[src/design/clb_pkg.sv]
// ----------------------------------------------------------------------------
// clb_pkg
// Shared types, constants and helpers for the cell list binner.
// ----------------------------------------------------------------------------
`default_nettype none

package clb_pkg;

    localparam int GRID_DIM_MAX  = 8;
    localparam int CELL_CAPACITY = 32;
    localparam int ATOM_LIMIT    = 4096;

    localparam int CIDX_W    = $clog2(GRID_DIM_MAX);
    localparam int CELL_W    = 3 * CIDX_W;
    localparam int NUM_CELLS = 1 << CELL_W;
    localparam int SLOT_W    = $clog2(CELL_CAPACITY);
    localparam int CNT_W     = $clog2(CELL_CAPACITY + 1);
    localparam int ID_W      = $clog2(ATOM_LIMIT);
    localparam int IDX_W     = $clog2(ATOM_LIMIT + 1);
    localparam int POS_W     = 24;
    localparam int DIM_W     = 4;
    localparam int THR_W     = 6;
    localparam int CFG_IDX_W = 3;
    localparam int CMDQ_DEPTH = 2;

    localparam logic [CFG_IDX_W-1:0] CFG_INV_X   = 3'd0;
    localparam logic [CFG_IDX_W-1:0] CFG_INV_Y   = 3'd1;
    localparam logic [CFG_IDX_W-1:0] CFG_INV_Z   = 3'd2;
    localparam logic [CFG_IDX_W-1:0] CFG_CELLS_X = 3'd3;
    localparam logic [CFG_IDX_W-1:0] CFG_CELLS_Y = 3'd4;
    localparam logic [CFG_IDX_W-1:0] CFG_CELLS_Z = 3'd5;
    localparam logic [CFG_IDX_W-1:0] CFG_THRESH  = 3'd6;

    typedef enum logic [1:0] {
        OP_CLEAR  = 2'd0,
        OP_BIN    = 2'd1,
        OP_DRAIN  = 2'd2,
        OP_STATUS = 2'd3
    } t_op;

    typedef struct packed {
        t_op              operation;
        logic [ID_W-1:0]  atom_id;
        logic [POS_W-1:0] pos_x;
        logic [POS_W-1:0] pos_y;
        logic [POS_W-1:0] pos_z;
    } t_item;

    typedef struct packed {
        logic [ID_W-1:0]   old_atom_id;
        logic [IDX_W-1:0]  new_index;
        logic [CIDX_W-1:0] cell_x;
        logic [CIDX_W-1:0] cell_y;
        logic [CIDX_W-1:0] cell_z;
        logic [SLOT_W-1:0] slot;
        logic [CNT_W-1:0]  max_count;
        logic              cell_full;
        logic              over_threshold;
        logic              drain_done;
    } t_res;

    typedef struct packed {
        logic [POS_W-1:0] inv_x;
        logic [POS_W-1:0] inv_y;
        logic [POS_W-1:0] inv_z;
        logic [DIM_W-1:0] cells_x;
        logic [DIM_W-1:0] cells_y;
        logic [DIM_W-1:0] cells_z;
        logic [THR_W-1:0] thresh;
    } t_cfg;

    typedef struct packed {
        t_op               op;
        logic [ID_W-1:0]   atom_id;
        logic [CIDX_W-1:0] cx;
        logic [CIDX_W-1:0] cy;
        logic [CIDX_W-1:0] cz;
    } t_cmd;

    // Highest cell index in use along one axis: zero means one cell,
    // anything above the grid saturates.
    function automatic logic [CIDX_W-1:0] dim_last(input logic [DIM_W-1:0] r);
        logic [CIDX_W-1:0] v;
        if (r == '0) begin
            v = '0;
        end else if (r > DIM_W'(GRID_DIM_MAX)) begin
            v = CIDX_W'(GRID_DIM_MAX - 1);
        end else begin
            v = CIDX_W'(r - 1'b1);
        end
        return v;
    endfunction

endpackage

`default_nettype wire

[src/design/clb_front.sv]
// ----------------------------------------------------------------------------
// clb_front
// Accept items, scale positions and clamp them to cell indices.
// ----------------------------------------------------------------------------
`default_nettype none

module clb_front import clb_pkg::*; (
    input  wire logic  i_clk,
    input  wire logic  i_rst_n,
    input  wire logic  i_push,
    input  wire t_item i_item,
    input  wire t_cfg  i_cfg,
    input  wire logic  i_hold,
    input  wire logic  i_q_full,
    output logic       o_full,
    output logic       o_cmd_valid,
    output t_cmd       o_cmd
);

    logic             r_s1_v;
    t_item            r_s1;
    logic             r_s2_v;
    t_op              r_s2_op;
    logic [ID_W-1:0]  r_s2_id;
    logic [POS_W-1:0] r_px, r_py, r_pz;

    logic [2*POS_W-1:0] prod_x, prod_y, prod_z;
    logic [CIDX_W-1:0]  lim_x, lim_y, lim_z;
    logic s2_free, s1_mv, acc;

    assign s2_free = !r_s2_v || !i_q_full;
    assign s1_mv   = r_s1_v && s2_free;
    assign o_full  = i_hold || (r_s1_v && !s2_free);
    assign acc     = i_push && !o_full;

    assign prod_x = (2*POS_W)'(r_s1.pos_x) * (2*POS_W)'(i_cfg.inv_x);
    assign prod_y = (2*POS_W)'(r_s1.pos_y) * (2*POS_W)'(i_cfg.inv_y);
    assign prod_z = (2*POS_W)'(r_s1.pos_z) * (2*POS_W)'(i_cfg.inv_z);

    always_ff @(posedge i_clk) begin
        if (!i_rst_n) begin
            r_s1_v <= 1'b0;
            r_s2_v <= 1'b0;
        end else begin
            r_s1_v <= acc || (r_s1_v && !s1_mv);
            r_s2_v <= s1_mv || (r_s2_v && i_q_full);
        end
    end

    always_ff @(posedge i_clk) begin
        if (acc) begin
            r_s1 <= i_item;
        end
        if (s1_mv) begin
            r_s2_op <= r_s1.operation;
            r_s2_id <= r_s1.atom_id;
            r_px    <= prod_x[2*POS_W-1:POS_W];
            r_py    <= prod_y[2*POS_W-1:POS_W];
            r_pz    <= prod_z[2*POS_W-1:POS_W];
        end
    end

    // Clamp each scaled coordinate to the last cell in use.
    always_comb begin
        lim_x = dim_last(i_cfg.cells_x);
        lim_y = dim_last(i_cfg.cells_y);
        lim_z = dim_last(i_cfg.cells_z);
        o_cmd.op      = r_s2_op;
        o_cmd.atom_id = r_s2_id;
        o_cmd.cx = (r_px > POS_W'(lim_x)) ? lim_x : r_px[CIDX_W-1:0];
        o_cmd.cy = (r_py > POS_W'(lim_y)) ? lim_y : r_py[CIDX_W-1:0];
        o_cmd.cz = (r_pz > POS_W'(lim_z)) ? lim_z : r_pz[CIDX_W-1:0];
    end

    assign o_cmd_valid = r_s2_v;

endmodule

`default_nettype wire

[config.mk]
export PLATFORM = sky130hd
export DESIGN_NAME = clb_front
export DESIGN_NICKNAME = d
export VERILOG_FILES = /design/src/design/clb_pkg.sv /design/src/design/clb_front.sv
export SDC_FILE = /design/constraint.sdc
export NUM_CORES = 2
export LEC_CHECK = 0
export ABC_CLOCK_PERIOD_IN_PS = 18350
export BUFFER_PORTS_ARGS = -buffer_cell sky130_fd_sc_hd__buf_2
export CORE_MARGIN = 2
export CORE_UTILIZATION = 45
export CTS_CLUSTER_DIAMETER = 100
export DETAILED_ROUTE_END_ITERATION = 12
export PLACE_DENSITY_LB_ADDON = 0.3
export RECOVER_POWER = 25
export SETUP_SLACK_MARGIN = 0.1
export SLEW_MARGIN = 20
export SYNTH_ARGS = -nofsm -noshare
export SYNTH_HDL_FRONTEND = slang
export SYNTH_SLANG_ARGS = --single-unit
[constraint.sdc]
create_clock -name i_clk -period 18.35 [get_ports i_clk]
set_input_delay 0 -clock i_clk [delete_from_list [all_inputs] [get_ports i_clk]]
set_output_delay 0 -clock i_clk [all_outputs]
set_load 0.03 [all_outputs]
; Word-level counts from Yosys, hierarchy flattened
; Cells that the tools add are included.
[word_totals]
out_inout_bits = 25
inputBits = 181
word_cells = 50
regBits = 174
[classes]
n_mux = 9
n_lt_le_gt_ge = 6
reduce_logical = 17
n_addsub = 3
multipliers = 3
[op_table]
columns = cell, n
row1 = $mul 24x24->48, 3
row2 = $gt 24x3->1, 3
row3 = $mux 3, 9
row4 = $gt 4x4->1 const B, 3
row5 = $logic_not 4->1, 3
row6 = $sub 3x1->3 const B, 3
row7 = $logic_and 1x1->1, 5
row8 = $logic_not 1->1, 5
row9 = $logic_or 1x1->1, 4

; Longest topological paths before layout
[logic_depth]
ltp_word = 8
ltp_mapped = 27
mapped_depth_nobuf = 25

; Least setup slack after synthesis
; OpenSTA, ideal clock, no wires.
[synth_timing]
kind = reg2reg
startpoint = register r_s2_v (netlist: o_cmd_valid)
endpoint = register r_px[0] (enable)
path_stages_with_launch = 2
period_less_slack_ns = 7.362
arrival_time_ns = 6.700
setup_ns = 0.662
slack_ns = 10.988
n_path_buf = 0
required_ns = 17.688
cell_sequence = dfxtp_1 > a21boi_0
[synth_between]
elab_chain_len = 3
[synth_rtl]
columns = item, line
row1 = from (decl), clb_front.sv:22  ; logic r_s2_v;
row2 = from (signal assigned), clb_front.sv:46  ; r_s2_v <= s1_mv || (r_s2_v && i_q_full);
row3 = $logic_not 1->1, clb_front.sv:31  ; assign s2_free = !r_s2_v || !i_q_full;
row4 = $logic_or 1x1->1, clb_front.sv:31
row5 = $logic_and 1x1->1, clb_front.sv:32  ; assign s1_mv = r_s1_v && s2_free;
row6 = net s1_mv, clb_front.sv:29  ; logic s2_free, s1_mv, acc;
row7 = to (signal assigned), clb_front.sv:57  ; r_px <= prod_x[2*POS_W-1:POS_W];
row8 = to (decl), clb_front.sv:25  ; logic [POS_W-1:0] r_px, r_py, r_pz;
; The timed path passes the listed nets, and every way through them passes these cells.
; A chain may end at the register's enable or synchronous reset.

; Worst setup path after layout
[layout_timing]
startpoint = register r_s1[9] (netlist name)
endpoint = register r_pz[20] (data pin)
[layout_between]
elab_chain_len = 1
[layout_rtl]
columns = item, line
row1 = from (decl), clb_front.sv:21  ; t_item r_s1;
row2 = from (signal assigned), clb_front.sv:52  ; r_s1 <= i_item;
row3 = $mul 24x24->48, clb_front.sv:38  ; assign prod_z = (2*POS_W)'(r_s1.pos_z) * (2*POS_W)'(i_cfg.inv_z);
row4 = net prod_z[44], clb_front.sv:27  ; logic [2*POS_W-1:0] prod_x, prod_y, prod_z;
row5 = to (signal assigned), clb_front.sv:59  ; r_pz <= prod_z[2*POS_W-1:POS_W];
row6 = to (decl), clb_front.sv:25
; The timed path passes the listed nets, and every way through them passes these cells.

==> results_dict.tcl <==
set metrics [dict create \
    routedWlPerCell_um 19.1 \
    initial_utilization_pct 45.4 \
    final_common_cell "inv_1" \
    route.detailed.drc 0 \
    final-hold-violation-count 0 \
    syn_inst 6433 \
    synth_edf_count 172 \
    drt-pass1-iter-count 6 \
    ys_ff_latch 174 \
    final_cell_mix "inv_1, fa_1, nand2_1, and2_1, ha_1" \
    dpl-instance-area_mm2 0.0632 \
    async_flop_share_pct 0 \
    grt_max_degree 56 \
    ys_seq_area_share_pct 8.60 \
    tightest_slew_ns 1.28 \
    synth_cell_types 63 \
    io_pins 206 \
    clock_path_buffers 2 \
    post_cts_resized 0 \
    whs_ns 0.143 \
    finalCritPeriodShare_pct 44.6 \
    fmax_ghz 0.122 \
    fin_area_mm2 0.0648 \
    tns_ns 0 \
    vias 43050 \
    arrival_ns 8.47 \
    core_mm2 0.133 \
    finalClockSkew_ns 0.0296 \
    critPathLaunchType "register" \
    clk_latency_ns 0.56 \
    cts_buffers 17 \
    relSlewSlack_pct 15.0 \
    maxCapViolCount 0 \
    htree_levels 4 \
    ant_nets 0 \
    wirelength_mm 159 \
    rsz0062_at_grt "no" \
    dp_hpwl_mm 114 \
    area_growth_pct 7.03 \
    layout.nets 8665 \
    track_usage_pct 24.4 \
    synth_top_flop_cell "edfxtp_1" \
    final-setup-viol-count 0 \
    grt-ovfl-total 0 \
    vias_per_cell 5.19 \
    drv_slew 0 \
    cp.required_ns 18.65 \
    antenna_found_initial 6 \
    rows 134 \
    layout-drive-gt1-share_pct 4.84 \
    path_max_fanout 15 \
    drt_iter0_drc 2217 \
    netlist_area_mm2 0.0605 \
    gp_congestion 0.892 \
    die_h_um 371 \
    path_clk_slew_ns 0.11 \
    dieArea_mm2 0.137 \
    setup.worst_path.end_class "register" \
    cts_root_buf "clkbuf_16" \
    synth.avg_cell_area_um2 9.41 \
    grt_pass1_vias 47731 \
    cts.sink_count 174 \
    min_path_type "primary input to register" \
    io_buffers 199 \
    utilization_pct 48.5 \
    ys_warn_count 0 \
    crit_type "register to register" \
    cts_tree "yes" \
    die_w_um 371 \
    syn_nets 8579 \
    status "finished, final reports clean" \
    grt_first_pass_wirelength_mm 259 \
    min_period_ns 8.18 \
]
==> layer usage <==
layer | vias to the layer above | track usage, % | wire (um)
li1 | 18906 | - | -
met1 | 22429 | 31.4 | 64800
met2 | 1410 | 41.7 | 78500
met3 | 301 | 4.39 | 10500
met4 | 4 | 7.86 | 4710
met5 | - | 0 | 23
==> path summary, 6_finish.rpt <==
| path | slack [ns] | from | cells after the start | to |
|---|---|---|---|---|
| worst max register to register | 10.17 | r_s1[9]$_DFFE_PP_ | 25 | r_pz[20]$_DFFE_PP_ |
| worst min register to register | 0.42 | r_s1[80]$_DFFE_PP_ | 0 | r_s2_id[8]$_DFFE_PP_ |
| worst max-delay path | 10.17 | r_s1[9]$_DFFE_PP_ | 25 | r_pz[20]$_DFFE_PP_ |
| worst min-delay path | 0.14 | i_item[12] | 2 | r_s1[12]$_DFFE_PP_ |
==> critical path: stages (launching register included) <==
cell	delay (ns)
edfxtp_1	0.90
buf_6	0.27
and2_1	0.17
fa_1	0.44
fa_1	0.54
inv_1	0.06
fa_1	0.47
inv_1	0.05
fa_1	0.49
inv_1	0.06
fa_1	0.53
inv_1	0.06
fa_1	0.49
inv_1	0.05
fa_1	0.48
inv_1	0.04
ha_1	0.33
nand4_1	0.13
or2_2	0.32
or3_1	0.35
a211oi_1	0.65
o311a_1	0.30
o2111ai_1	0.23
a21boi_0	0.28
nor2_1	0.08
xnor2_1	0.14
==> cells in the mapped netlist, types with 42 or more instances <==
master / count / share of area (%)
and2_1: 857 / 8.9
a21oi_1: 97 / 0.80
fa_1: 1443 / 48
nand2_1: 917 / 5.7
edfxtp_1: 172 / 8.5
xnor2_1: 44 / 0.64
clkbuf_1: 295 / 1.8
ha_1: 522 / 11
o21ai_0: 42 / 0.35
nor2_1: 53 / 0.33
a21o_1: 58 / 0.72
inv_1: 1639 / 10
==> per-stage QoR <==
stage	std cells	worst slack, ns
2_1_floorplan	6433	10.99
3_3_place_gp	8173	10.12
3_5_place_dp	8174	10.07
4_1_cts	8295	10.01
5_1_grt	8301	9.92
6_report	8302	10.17
==> registers in the layout, indices dropped and copies added (netlist names) <==
register,count
r_s1_v,1
r_s1,86
r_s2_id,12
o_cmd_valid,1
r_py,24
r_px,24
r_pz,24
r_s2_op,2
==> final cells by class <==
class / instances / area, um^2
sequential: 174 / 5200
tap: 1768 / 2210
timing repair buffer: 364 / 2510
clock buffer: 17 / 425
fill: 12636 / 68700
multi-input combinational: 4323 / 48100
inverter: 1639 / 6150
antenna: 2 / 5.00
clock inverter: 15 / 196
==> what timing repair did <==
item / in CTS / in global routing
hold endpoints to repair: 88 / 0
buffers inserted: 0 / 0
hold buffers: 89 / 0
==> cell families (layout without fill, tap and decap cells) <==
| family | count (synthesis) | count (layout) | share of synthesized area [%] |
|---|---|---|---|
| AO/OA/AOI/OAI | 312 | 312 | 3.47 |
| XOR/XNOR | 77 | 77 | 1.11 |
| adder cells (fa/ha/maj) | 1965 | 1965 | 58.5 |
| buffers and inverters | 1936 | 2035 | 12.0 |
| flip-flops | 174 | 174 | 8.60 |
| multiplexers | 1 | 1 | 0.0186 |
| other | 0 | 2 | 0 |
| AND/OR/NAND/NOR | 1968 | 1968 | 16.3 |
Power is left out: the tool's default activity adds up to more than one toggle a clock period on the data nets, which glitch-free logic cannot reach.
