--- src/design/clb_pkg.sv ---
// ----------------------------------------------------------------------------
// clb_pkg
// Shared types, constants and helpers for the cell list binner.
// ----------------------------------------------------------------------------
`default_nettype none

package clb_pkg;

    localparam int GRID_DIM_MAX  = 8;
    localparam int CELL_CAPACITY = 32;
    localparam int ATOM_LIMIT    = 4096;

    localparam int CIDX_W    = $clog2(GRID_DIM_MAX);
    localparam int CELL_W    = 3 * CIDX_W;
    localparam int NUM_CELLS = 1 << CELL_W;
    localparam int SLOT_W    = $clog2(CELL_CAPACITY);
    localparam int CNT_W     = $clog2(CELL_CAPACITY + 1);
    localparam int ID_W      = $clog2(ATOM_LIMIT);
    localparam int IDX_W     = $clog2(ATOM_LIMIT + 1);
    localparam int POS_W     = 24;
    localparam int DIM_W     = 4;
    localparam int THR_W     = 6;
    localparam int CFG_IDX_W = 3;
    localparam int CMDQ_DEPTH = 2;

    localparam logic [CFG_IDX_W-1:0] CFG_INV_X   = 3'd0;
    localparam logic [CFG_IDX_W-1:0] CFG_INV_Y   = 3'd1;
    localparam logic [CFG_IDX_W-1:0] CFG_INV_Z   = 3'd2;
    localparam logic [CFG_IDX_W-1:0] CFG_CELLS_X = 3'd3;
    localparam logic [CFG_IDX_W-1:0] CFG_CELLS_Y = 3'd4;
    localparam logic [CFG_IDX_W-1:0] CFG_CELLS_Z = 3'd5;
    localparam logic [CFG_IDX_W-1:0] CFG_THRESH  = 3'd6;

    typedef enum logic [1:0] {
        OP_CLEAR  = 2'd0,
        OP_BIN    = 2'd1,
        OP_DRAIN  = 2'd2,
        OP_STATUS = 2'd3
    } t_op;

    typedef struct packed {
        t_op              operation;
        logic [ID_W-1:0]  atom_id;
        logic [POS_W-1:0] pos_x;
        logic [POS_W-1:0] pos_y;
        logic [POS_W-1:0] pos_z;
    } t_item;

    typedef struct packed {
        logic [ID_W-1:0]   old_atom_id;
        logic [IDX_W-1:0]  new_index;
        logic [CIDX_W-1:0] cell_x;
        logic [CIDX_W-1:0] cell_y;
        logic [CIDX_W-1:0] cell_z;
        logic [SLOT_W-1:0] slot;
        logic [CNT_W-1:0]  max_count;
        logic              cell_full;
        logic              over_threshold;
        logic              drain_done;
    } t_res;

    typedef struct packed {
        logic [POS_W-1:0] inv_x;
        logic [POS_W-1:0] inv_y;
        logic [POS_W-1:0] inv_z;
        logic [DIM_W-1:0] cells_x;
        logic [DIM_W-1:0] cells_y;
        logic [DIM_W-1:0] cells_z;
        logic [THR_W-1:0] thresh;
    } t_cfg;

    typedef struct packed {
        t_op               op;
        logic [ID_W-1:0]   atom_id;
        logic [CIDX_W-1:0] cx;
        logic [CIDX_W-1:0] cy;
        logic [CIDX_W-1:0] cz;
    } t_cmd;

    // Highest cell index in use along one axis: zero means one cell,
    // anything above the grid saturates.
    function automatic logic [CIDX_W-1:0] dim_last(input logic [DIM_W-1:0] r);
        logic [CIDX_W-1:0] v;
        if (r == '0) begin
            v = '0;
        end else if (r > DIM_W'(GRID_DIM_MAX)) begin
            v = CIDX_W'(GRID_DIM_MAX - 1);
        end else begin
            v = CIDX_W'(r - 1'b1);
        end
        return v;
    endfunction

endpackage

`default_nettype wire

--- src/design/clb_fifo.sv ---
// ----------------------------------------------------------------------------
// clb_fifo
// Short command queue between the front and the back.
// ----------------------------------------------------------------------------
`default_nettype none

module clb_fifo import clb_pkg::*; (
    input  wire logic i_clk,
    input  wire logic i_rst_n,
    input  wire logic i_push,
    input  wire t_cmd i_data,
    input  wire logic i_pop,
    output logic      o_full,
    output logic      o_valid,
    output t_cmd      o_data
);

    localparam int PW = $clog2(CMDQ_DEPTH);
    localparam int CW = $clog2(CMDQ_DEPTH + 1);

    t_cmd          r_mem [CMDQ_DEPTH];
    logic [PW-1:0] r_wp, r_rp;
    logic [CW-1:0] r_cnt;
    logic          wr, rd;

    assign o_full  = (r_cnt == CW'(CMDQ_DEPTH));
    assign o_valid = (r_cnt != '0);
    assign o_data  = r_mem[r_rp];
    assign wr = i_push && !o_full;
    assign rd = i_pop && o_valid;

    always_ff @(posedge i_clk) begin
        if (!i_rst_n) begin
            r_wp  <= '0;
            r_rp  <= '0;
            r_cnt <= '0;
        end else begin
            if (wr) begin
                r_wp <= (r_wp == PW'(CMDQ_DEPTH - 1)) ? '0 : r_wp + 1'b1;
            end
            if (rd) begin
                r_rp <= (r_rp == PW'(CMDQ_DEPTH - 1)) ? '0 : r_rp + 1'b1;
            end
            r_cnt <= r_cnt + CW'(wr) - CW'(rd);
        end
    end

    always_ff @(posedge i_clk) begin
        if (wr) begin
            r_mem[r_wp] <= i_data;
        end
    end

endmodule

`default_nettype wire

--- config.mk ---
export PLATFORM = sky130hd
export DESIGN_NAME = clb_fifo
export DESIGN_NICKNAME = d
export VERILOG_FILES = /design/src/design/clb_pkg.sv /design/src/design/clb_fifo.sv
export SDC_FILE = /design/constraint.sdc
export NUM_CORES = 1
export LEC_CHECK = 0
export ABC_CLOCK_PERIOD_IN_PS = 2800
export BUFFER_PORTS_ARGS = -buffer_cell sky130_fd_sc_hd__clkbuf_2
export CAP_MARGIN = 20
export CORE_UTILIZATION = 30
export CTS_CLUSTER_SIZE = 8
export DETAILED_ROUTE_END_ITERATION = 8
export GPL_TIMING_DRIVEN = 0
export MAX_ROUTING_LAYER = met4
export PLACE_DENSITY = 0.61
export SLEW_MARGIN = 20
export SYNTH_ARGS = -nofsm -noshare
export SYNTH_HDL_FRONTEND = slang
export SYNTH_SLANG_ARGS = --single-unit
--- constraint.sdc ---
create_clock -name i_clk -period 2.8 [get_ports i_clk]
set_clock_uncertainty 0.05 [all_clocks]
set_input_delay 0.28 -clock i_clk [delete_from_list [all_inputs] [get_ports i_clk]]
set_output_delay 0.28 -clock i_clk [all_outputs]
set_load 0.03 [all_outputs]
# Word-level counts from Yosys, hierarchy flattened
# Memories as Yosys holds them, arrays and structs flattened. A register that Yosys moved wholly into a read port is not among the register bits.
# Index checks and enable logic that the tools add are counted.
# word_totals
reg_bits,4
ramBits,46
memories,1
word_cells,19
in_bits,27
output_inout_bits,25
# op_classes
add_sub_neg,4
eq_ne,1
reduce_logical,4
n_mux,6
# mem_list
name,words,word_bits,rd,rd_ports_with_merged_regs,wr,line,rtl
r_mem,2,23,1,1,1,clb_fifo.sv:21,t_cmd r_mem [CMDQ_DEPTH];
# ops
op,count
1-bit two-way mux,6
1-bit adder (second input constant),2
2-bit by 1-bit adder with 2-bit output,1
2-bit equality test (second input constant),1
1-bit logical AND,2
2-bit nonzero test,1
2-bit by 1-bit subtractor with 2-bit output,1
1-bit logical NOT,1

# Longest topological paths before layout
# Gate-level depths: netlist (run 1).
# depth
depth_word,5
depth_mapped,8
mapped_depth_nobuf,8

# Worst setup path before layout (run 1)
# Ideal clock, no wire load.
# synth_timing
path_type,register -> register
from,register r_cnt[0]
to,memory r_mem[0][0] in the netlist's numbering (enable)
setup_time_ps,403
synth_period_minus_slack_ps,2016
arrival_time_ps,1564
required_time_ps,2347
path_slack_ps,784
n_path_buf,0
stages_incl_launch_ff,4
path_cell_list,dfxtp_1 -> nand2b_1 -> nand2_1 -> nor2_1
# synth_between
elab_chain_len,5
# synth_lines
item,line,rtl
from (decl),clb_fifo.sv:23,logic [CW-1:0] r_cnt;
from (signal assigned),clb_fifo.sv:44,r_cnt <= r_cnt + CW'(wr) - CW'(rd);
2-bit equality test,clb_fifo.sv:26,assign o_full = (r_cnt == CW'(CMDQ_DEPTH));
1-bit logical NOT,clb_fifo.sv:29,assign wr = i_push && !o_full;
1-bit logical AND,clb_fifo.sv:29,
1-bit two-way mux,clb_fifo.sv:49,if (wr) begin
1-bit two-way mux (not written as such),clb_fifo.sv:50,r_mem[r_wp] <= i_data;
to (decl),clb_fifo.sv:21,
# No other way between the ends.

# Final worst setup path (run 1)
# layout_timing
from,register r_cnt[0]
to,register r_cnt[1]
# layout_between
elab_chain_len,5
word_cells_on_any_way,7
classes_between,add/sub: 2; eq/ne: 1; reduce/logical: 4
# layout_lines
item,line
2-bit equality test,clb_fifo.sv:26
1-bit logical NOT,clb_fifo.sv:29
1-bit logical AND,clb_fifo.sv:29
2-bit by 1-bit adder with 2-bit output,clb_fifo.sv:44
2-bit by 1-bit subtractor with 2-bit output *,clb_fifo.sv:44
# Every way passes the cells marked *; elsewhere a longest branch is shown, timed or not.
# A chain may end at the register's enable or synchronous reset.

==> results of run 1 <==
[logic make-up (layout without fill, tap and decap cells)]
| logic type | Yosys count | count (layout) | share of synthesized area [%] |
|---|---|---|---|
| compound gates | 1 | 1 | 0.395 |
| simple gates | 13 | 13 | 3.43 |
| buf+inv | 5 | 64 | 1.78 |
| xor+xnor | 2 | 2 | 0.922 |
| fa+ha+maj | 2 | 2 | 1.32 |
| flops | 51 | 51 | 78.0 |
| mux | 24 | 24 | 14.2 |
[state kept, by name (all words and copies together), names as in the netlist, named ones only]
name / count
r_mem: 46
r_cnt: 2
r_rp: 1
r_wp: 1
[metal layers]
metal,share of wire [%],track usage [%],routed length (um),vias to the layer above
met1,38,10.3,1210,491
met2,57,18.8,1820,26
met5,0,-,0,-
met3,4.4,3.67,140,2
li1,-,-,-,480
met4,0.22,3.16,7,0
[worst max-delay path, cell delays in order (launching register included)]
cell      delay [ps]
dfxtp_1          380
nand2b_1         180
nand2_1          160
ha_1             330
inv_1             40
ha_1             180
xor2_1           150
and2_1           160
nor3_1           120
[layout make-up]
cell class / count / area (um2) / share of cell area [%]
sequential: 51 / 1480 / 62.4
multi-input combinational: 42 / 393 / 16.6
clock inverter: 3 / 46.3 / 1.95
tap: 75 / 93.8 / 3.96
timing repair buffer: 51 / 255 / 10.8
buffer: 2 / 22.5 / 0.949
inverter: 3 / 11.3 / 0.475
clock buffer: 5 / 68.8 / 2.90
[synth_stat cells]
cell type	n	area, um2
and3_1	1	6.26
edfxtp_1	46	1380
nor2_1	4	15.0
nand2b_1	2	12.5
inv_1	3	11.3
nand2_1	2	7.51
dfxtp_1	5	100
and2_1	2	12.5
xnor2_1	1	8.76
mux2i_1	1	10.0
xor2_1	1	8.76
o21a_1	1	7.51
or2_2	1	6.26
nor3_1	1	5.00
mux2_2	23	259
ha_1	2	25.0
buf_6	2	22.5
[power by group through the flow]
| stage | Sequential, mW | Clock (mW) | Combinational, mW |
|---|---|---|---|
| after floorplan | 1.04 | 0 | 0.613 |
| after global placement | 1.05 | 0 | 0.801 |
| after detailed placement | 1.06 | 0 | 0.829 |
| after CTS | 1.04 | 0.523 | 0.832 |
| after global routing | 1.05 | 0.556 | 0.871 |
| final | 1.04 | 0.506 | 0.813 |
[worst max path at each step]
| stage | from | to | slack, ps | depth (start not counted) |
|---|---|---|---|---|
| final | r_cnt[0] | r_cnt[1] | 960 | 8 |
| after CTS | r_cnt[0] | r_mem[1][3] | 810 | 2 |
| after floorplan | r_cnt[0] | r_mem[0][0] | 780 | 3 |
| after detailed placement | r_cnt[0] | r_mem[1][20] | 820 | 2 |
| after global routing | r_cnt[0] | r_cnt[1] | 840 | 8 |
| after global placement | r_cnt[0] | r_mem[0][19] | 270 | 3 |
[stage by stage]
stage	utilization (%)	hold slack [ps]	std cells	power (mW)
4_1_cts	39.3	97.7	232	2.40
6_report	39.4	107	232	2.36
3_5_place_dp	37.4	423	224	1.89
5_1_grt	39.4	89.7	232	2.48
2_1_floorplan	-	329	98	1.65
3_3_place_gp	37.3	415	224	1.85
==> run_results.csv, run 1 <==
group,metric,value,unit
floorplanning,core_area,6030,um2
synth,synthCells,98,
grt,grt_pass1_vias,1067,
clock_network,path_clk_slew,100,ps
timing,tightest_slew,699,ps
critical_path,path_class,"reg -> reg",
critical_path,rr_startpoint,"r_cnt[0]",
min_path,hold_start,"i_data[14]",
synth,yosysSeqAreaShare,78.0,%
synth,yosysUniqueCellTypes,17,
routing,vias,999,
finish,fin_nets,185,
critical_path,arrival,2010,ps
finish,syn_to_final_growth,24.9,%
critical_path,r2r-end,"r_cnt[1]",
min_path,hold-path-cell-count,1,
finish,layout_commonest_cell,"clkbuf_2",
pwr,peakVddDrop,0.431,mV
clock_network,cts_made_buffers,5,
synth,syn_area_per_cell,19.4,um2
finish,diodes,0,
routing,route.detailed.drc,0,
floorplanning,rows,28,
timing,tns,0,ps
floorplanning,die_area,6650,um2
clock_network,clock_sink_count,51,
placement,placed_area,2260,um2
min_path,hold_end,"r_mem[1][14]",
timing,drv_slew,0,
placement,place_ws,822,ps
routing,viasPerCell,4.31,
grt,grt_usage,10.4,%
timing,setup_viol,0,
pwr,power_density,994,nW/um2
pwr,intPower,1.55,mW
timing,final-hold-violation-count,0,
finish,design_area,2370,um2
clock_network,cts_buffer_depth,2,
timing,min_period_over_period,65.7,%
routing,routed_wl,3.18,mm
pwr,sw_frac_of_total,34.3,%
floorplanning,die_y,81.6,um
critical_path,crit_fanout,4,
timing,rsz0062_at_grt,"no",
placement,port_buffers,51,
synth,syn_area,1900,um2
floorplanning,ios,52,
routing,wl_per_cell,13.7,um
clock_network,insertion_delay,300,ps
routing,drt_iter0_drc,31,
pwr,seqPwrFrac,44.0,%
grt,grt_pass1_wl,4.80,mm
critical_path,r2r_cells,8,
job,maxCapViolations,0,
clock_network,cts_tree,"built",
run_status,status,"finished clean",
synth,yosys_warnings,0,
routing,firstDrtPassIters,4,
synth,syn-num-nets,127,
timing,relSlewSlack,53.3,%
critical_path,endpoint_kind,"flip-flop",
clock_network,clockRootBuffer,"clkbuf_8",
finish,nFillCells,592,
routing,ant_nets,0,
pwr,p_clk_share,21.5,%
min_path,hold_path_class,"in -> reg",
timing,max_freq,0.544,GHz
grt,gr-total-overflow,0,
critical_path,start_kind,"flip-flop",
finish,layout-drive-gt1-share,55.4,%
grt,antenna_found_initial,0,
clock_network,ctsHoldBuffers,0,
floorplanning,start_util,31.5,%
critical_path,crit_required,2970,ps
clock_network,ctsResizeCount,0,
clock_network,cts_setup_buffers,0,
pwr,comb_power_share,34.5,%
clock_network,htreeDepth,2,
pwr,p_leak,0.924,nW
critical_path,regToRegSetupSlack,960,ps
floorplanning,chipWidth,81.6,um
synth,ys_ff_latch,51,
placement,gp_congestion,0.664,
grt,grt_max_degree,24,
timing,worst_slack,962,ps
finish,layout_common_cells,"clkbuf_2 (51), edfxtp_1 (46), mux2_2 (23)",
timing,fin_crit,1840,ps
placement,post-dp-hpwl,2.28,mm
pwr,switchingPower,0.809,mW
Power figures use the tool's default switching activity.
==> inputs of run 2 (changes only) <==
Settings changed: ABC_AREA from default to 1, ABC_CLOCK_PERIOD_IN_PS 2800 to 1550, PLACE_DENSITY 0.61 to 0.62.
Clock period 2.8 ns to 1.55 ns, I/O delays scaled along.
==> run_results.csv, run 2 <==
group,metric,value,unit
floorplanning,start_util,31.7,%
floorplanning,die_y,81.8,um
critical_path,regToRegSetupSlack,40,ps
synth,synth_largest_area_cell,"edfxtp_1",
grt,grt_pass1_vias,1247,
timing,tightest_slew,579,ps
synth,syn_area_per_cell,17.5,um2
clock_network,htreeDepth,2,
pwr,comb_power_share,43.2,%
pwr,power_density,1560,nW/um2
synth,yosysUniqueCellTypes,10,
routing,viasPerCell,4.35,
critical_path,start_kind,"flip-flop",
placement,port_buffers,51,
clock_network,cts_made_buffers,5,
clock_network,insertion_delay,300,ps
pwr,peakVddDrop,0.785,mV
finish,regArea,1490,um2
timing,drv_slew,0,
finish,largest-register,"r_mem",
clock_network,cts_buffer_depth,2,
floorplanning,die_area,6690,um2
min_path,hold_start,"i_rst_n",
synth,yosysSeqAreaShare,77.5,%
job,maxCapViolations,0,
routing,drt_iter0_drc,19,
synth,yosys_warnings,0,
finish,layout-drive-gt1-share,52.8,%
timing,rsz0062_at_grt,"yes",
critical_path,arrival,1370,ps
synth,synth_top_area_share,72.3,%
run_status,failed_checks,"setup timing",
finish,nFillCells,536,
pwr,seqPwrFrac,39.7,%
timing,worst_slack,-24.1,ps
min_path,hold_path_class,"in -> reg",
routing,ant_nets,0,
finish,fin_nets,227,
pwr,switchingPower,1.58,mW
placement,post-dp-hpwl,2.10,mm
pwr,sw_frac_of_total,33.9,%
critical_path,crit_fanout,10,
finish,fin_cells,274,
synth,synth_commonest_cells,"edfxtp_1 (46), mux2_2 (23), inv_1 (9), nand2_1 (9), nor2_1 (8)",
clock_network,clockRootBuffer,"clkbuf_8",
synth,ys_ff_latch,51,
critical_path,cpPeakStageDelay,410,ps
pwr,p_clk_share,17.0,%
critical_path,crit_required,1340,ps
finish,layout_commonest_cell,"edfxtp_1",
grt,gr-total-overflow,0,
floorplanning,chipWidth,81.8,um
min_path,hold-path-cell-count,3,
finish,diodes,0,
routing,firstDrtPassIters,3,
critical_path,path_class,"reg -> out",
synth,synth_edf_count,46,
finish,multi_input_area,483,um2
timing,fin_crit,1570,ps
placement,place_inst,235,
timing,setup_viol,5,
clock_network,clock_sink_count,51,
synth,synthCells,109,
synth,syn_area,1910,um2
pwr,p_leak,1.20,nW
finish,layout_common_cells,"edfxtp_1 (46), clkbuf_2 (27), dlygate4sd3_1 (23)",
floorplanning,core_area,6030,um2
timing,final-hold-violation-count,0,
critical_path,endpoint_kind,"primary output",
floorplanning,rows,28,
grt,grt_pass1_wl,5.79,mm
routing,route.detailed.drc,0,
clock_network,cts_tree,"built",
run_status,status,"finished with violations",
synth,syn-num-nets,138,
synth,synth_most_common_cell,"edfxtp_1",
critical_path,rr_startpoint,"r_cnt[0]",
clock_network,path_clk_slew,100,ps
critical_path,r2r_cells,10,
placement,gp_congestion,0.760,
grt,grt_max_degree,19,
pwr,intPower,3.09,mW
critical_path,path_cells,"buf_12, mux2_2, buf_4",
routing,routed_wl,3.85,mm
synth,async_reset_ff_share,0,%
finish,largest_register_ffs,46,
timing,min_period_over_period,102,%
critical_path,crit_slowest_cell,"dfxtp_4",
synth,synthFlopType,"edfxtp_1",
routing,wl_per_cell,14.1,um
finish,largest_registers,"r_mem: 46 flops, r_cnt: 2 flops",
routing,vias,1193,
timing,relSlewSlack,61.3,%
synth,synthTopCellsByArea,"edfxtp_1 (72%), mux2_2 (14%), dfxtp_1 (5.2%), inv_1 (1.8%), nand2_1 (1.8%)",
timing,max_freq,0.635,GHz
floorplanning,ios,52,
placement,place_ws,-283,ps
grt,antenna_found_initial,0,
finish,syn_to_final_growth,56.8,%
grt,grt_usage,12.7,%
-- run 2: cell types whose count changed after synthesis, sizes merged, moves of 2 or more --
cell and change:
a21oi +2, and2 -2, inv +6, nand2 +7
nand2b -2, nand3 +3, nor2 +4
-- run 2: worst paths after layout --
| path | end |
|---|---|
| worst min register to register | flip-flop |
| worst min-delay path | r_cnt[0] |
| worst max register to register | r_cnt[1] |
| worst max-delay path | o_data[19] |
-- run 2: worst max-delay path: cells and delay by family, from the launching register on --
kind	cells	cell delay, ps
flops	1	410
buf+inv	2	320
mux	1	340
-- run 2: power groups by stage --
stage               sequential, mW  combinational [mW]  clock, mW
floorplan                     1.84               0.992          0
global placement              1.85                1.33          0
detailed placement            1.86                1.33          0
CTS                           1.85                1.92      0.838
global route                  1.88                2.17      0.887
finish                        1.86                2.02      0.797
-- run 2: through the flow --
step                      hold slack, ps  total power [mW]  instance area (um2)  TNS [ps]  util (%)
after floorplan                      198              2.83                 1920         0         -
after global placement               293              3.18                 2270     -9610      37.6
after detailed placement             298              3.19                 2270     -9320      37.6
after CTS                           20.3              4.61                 2950      -774      49.0
after global routing                32.7              4.94                 3000      -652      49.7
final                               35.4              4.68                 3000     -37.8      49.7
-- run 2: kinds of logic (layout without fill, tap and decap cells) --
kind of cell / count (synthesis) / after routing / synth area share, %
multiplexers: 23 / 23 / 13.6
AO/OA/AOI/OAI: 2 / 2 / 0.524
flip-flops: 51 / 51 / 77.5
AND/OR/NAND/NOR: 20 / 21 / 4.13
buffers and inverters: 11 / 100 / 2.95
adder cells (fa/ha/maj): 2 / 2 / 1.31
-- run 2: routing by layer --
layer / track usage, % / part of all wire [%] / up-vias
met1: 13.7 / 41 / 578
met4: 5.26 / 1.7 / 0
met2: 22.5 / 53 / 30
li1: - / - / 577
met3: 2.67 / 3.3 / 8
met5: - / 0 / -
-- run 2: timing repair --
action / CTS / global route
hold buffers: 23 / 0
setup buffers: 5 / 1
pin swaps: 1 / 0
endpoints found under the setup margin: 68 / 44
hold endpoints to repair: 46 / 0
cloned: 3 / 0
gates resized for setup: 69 / 32
-- run 2: layout make-up --
class                      instances  area share, %
sequential                        51           49.6
timing repair buffer              80           25.2
multi-input combinational         48           16.1
tap                               75           3.13
clock buffer                       5           2.30
inverter                           9           1.25
buffer                             2           1.17
clock inverter                     3          0.960
timing repair inverter             1          0.251
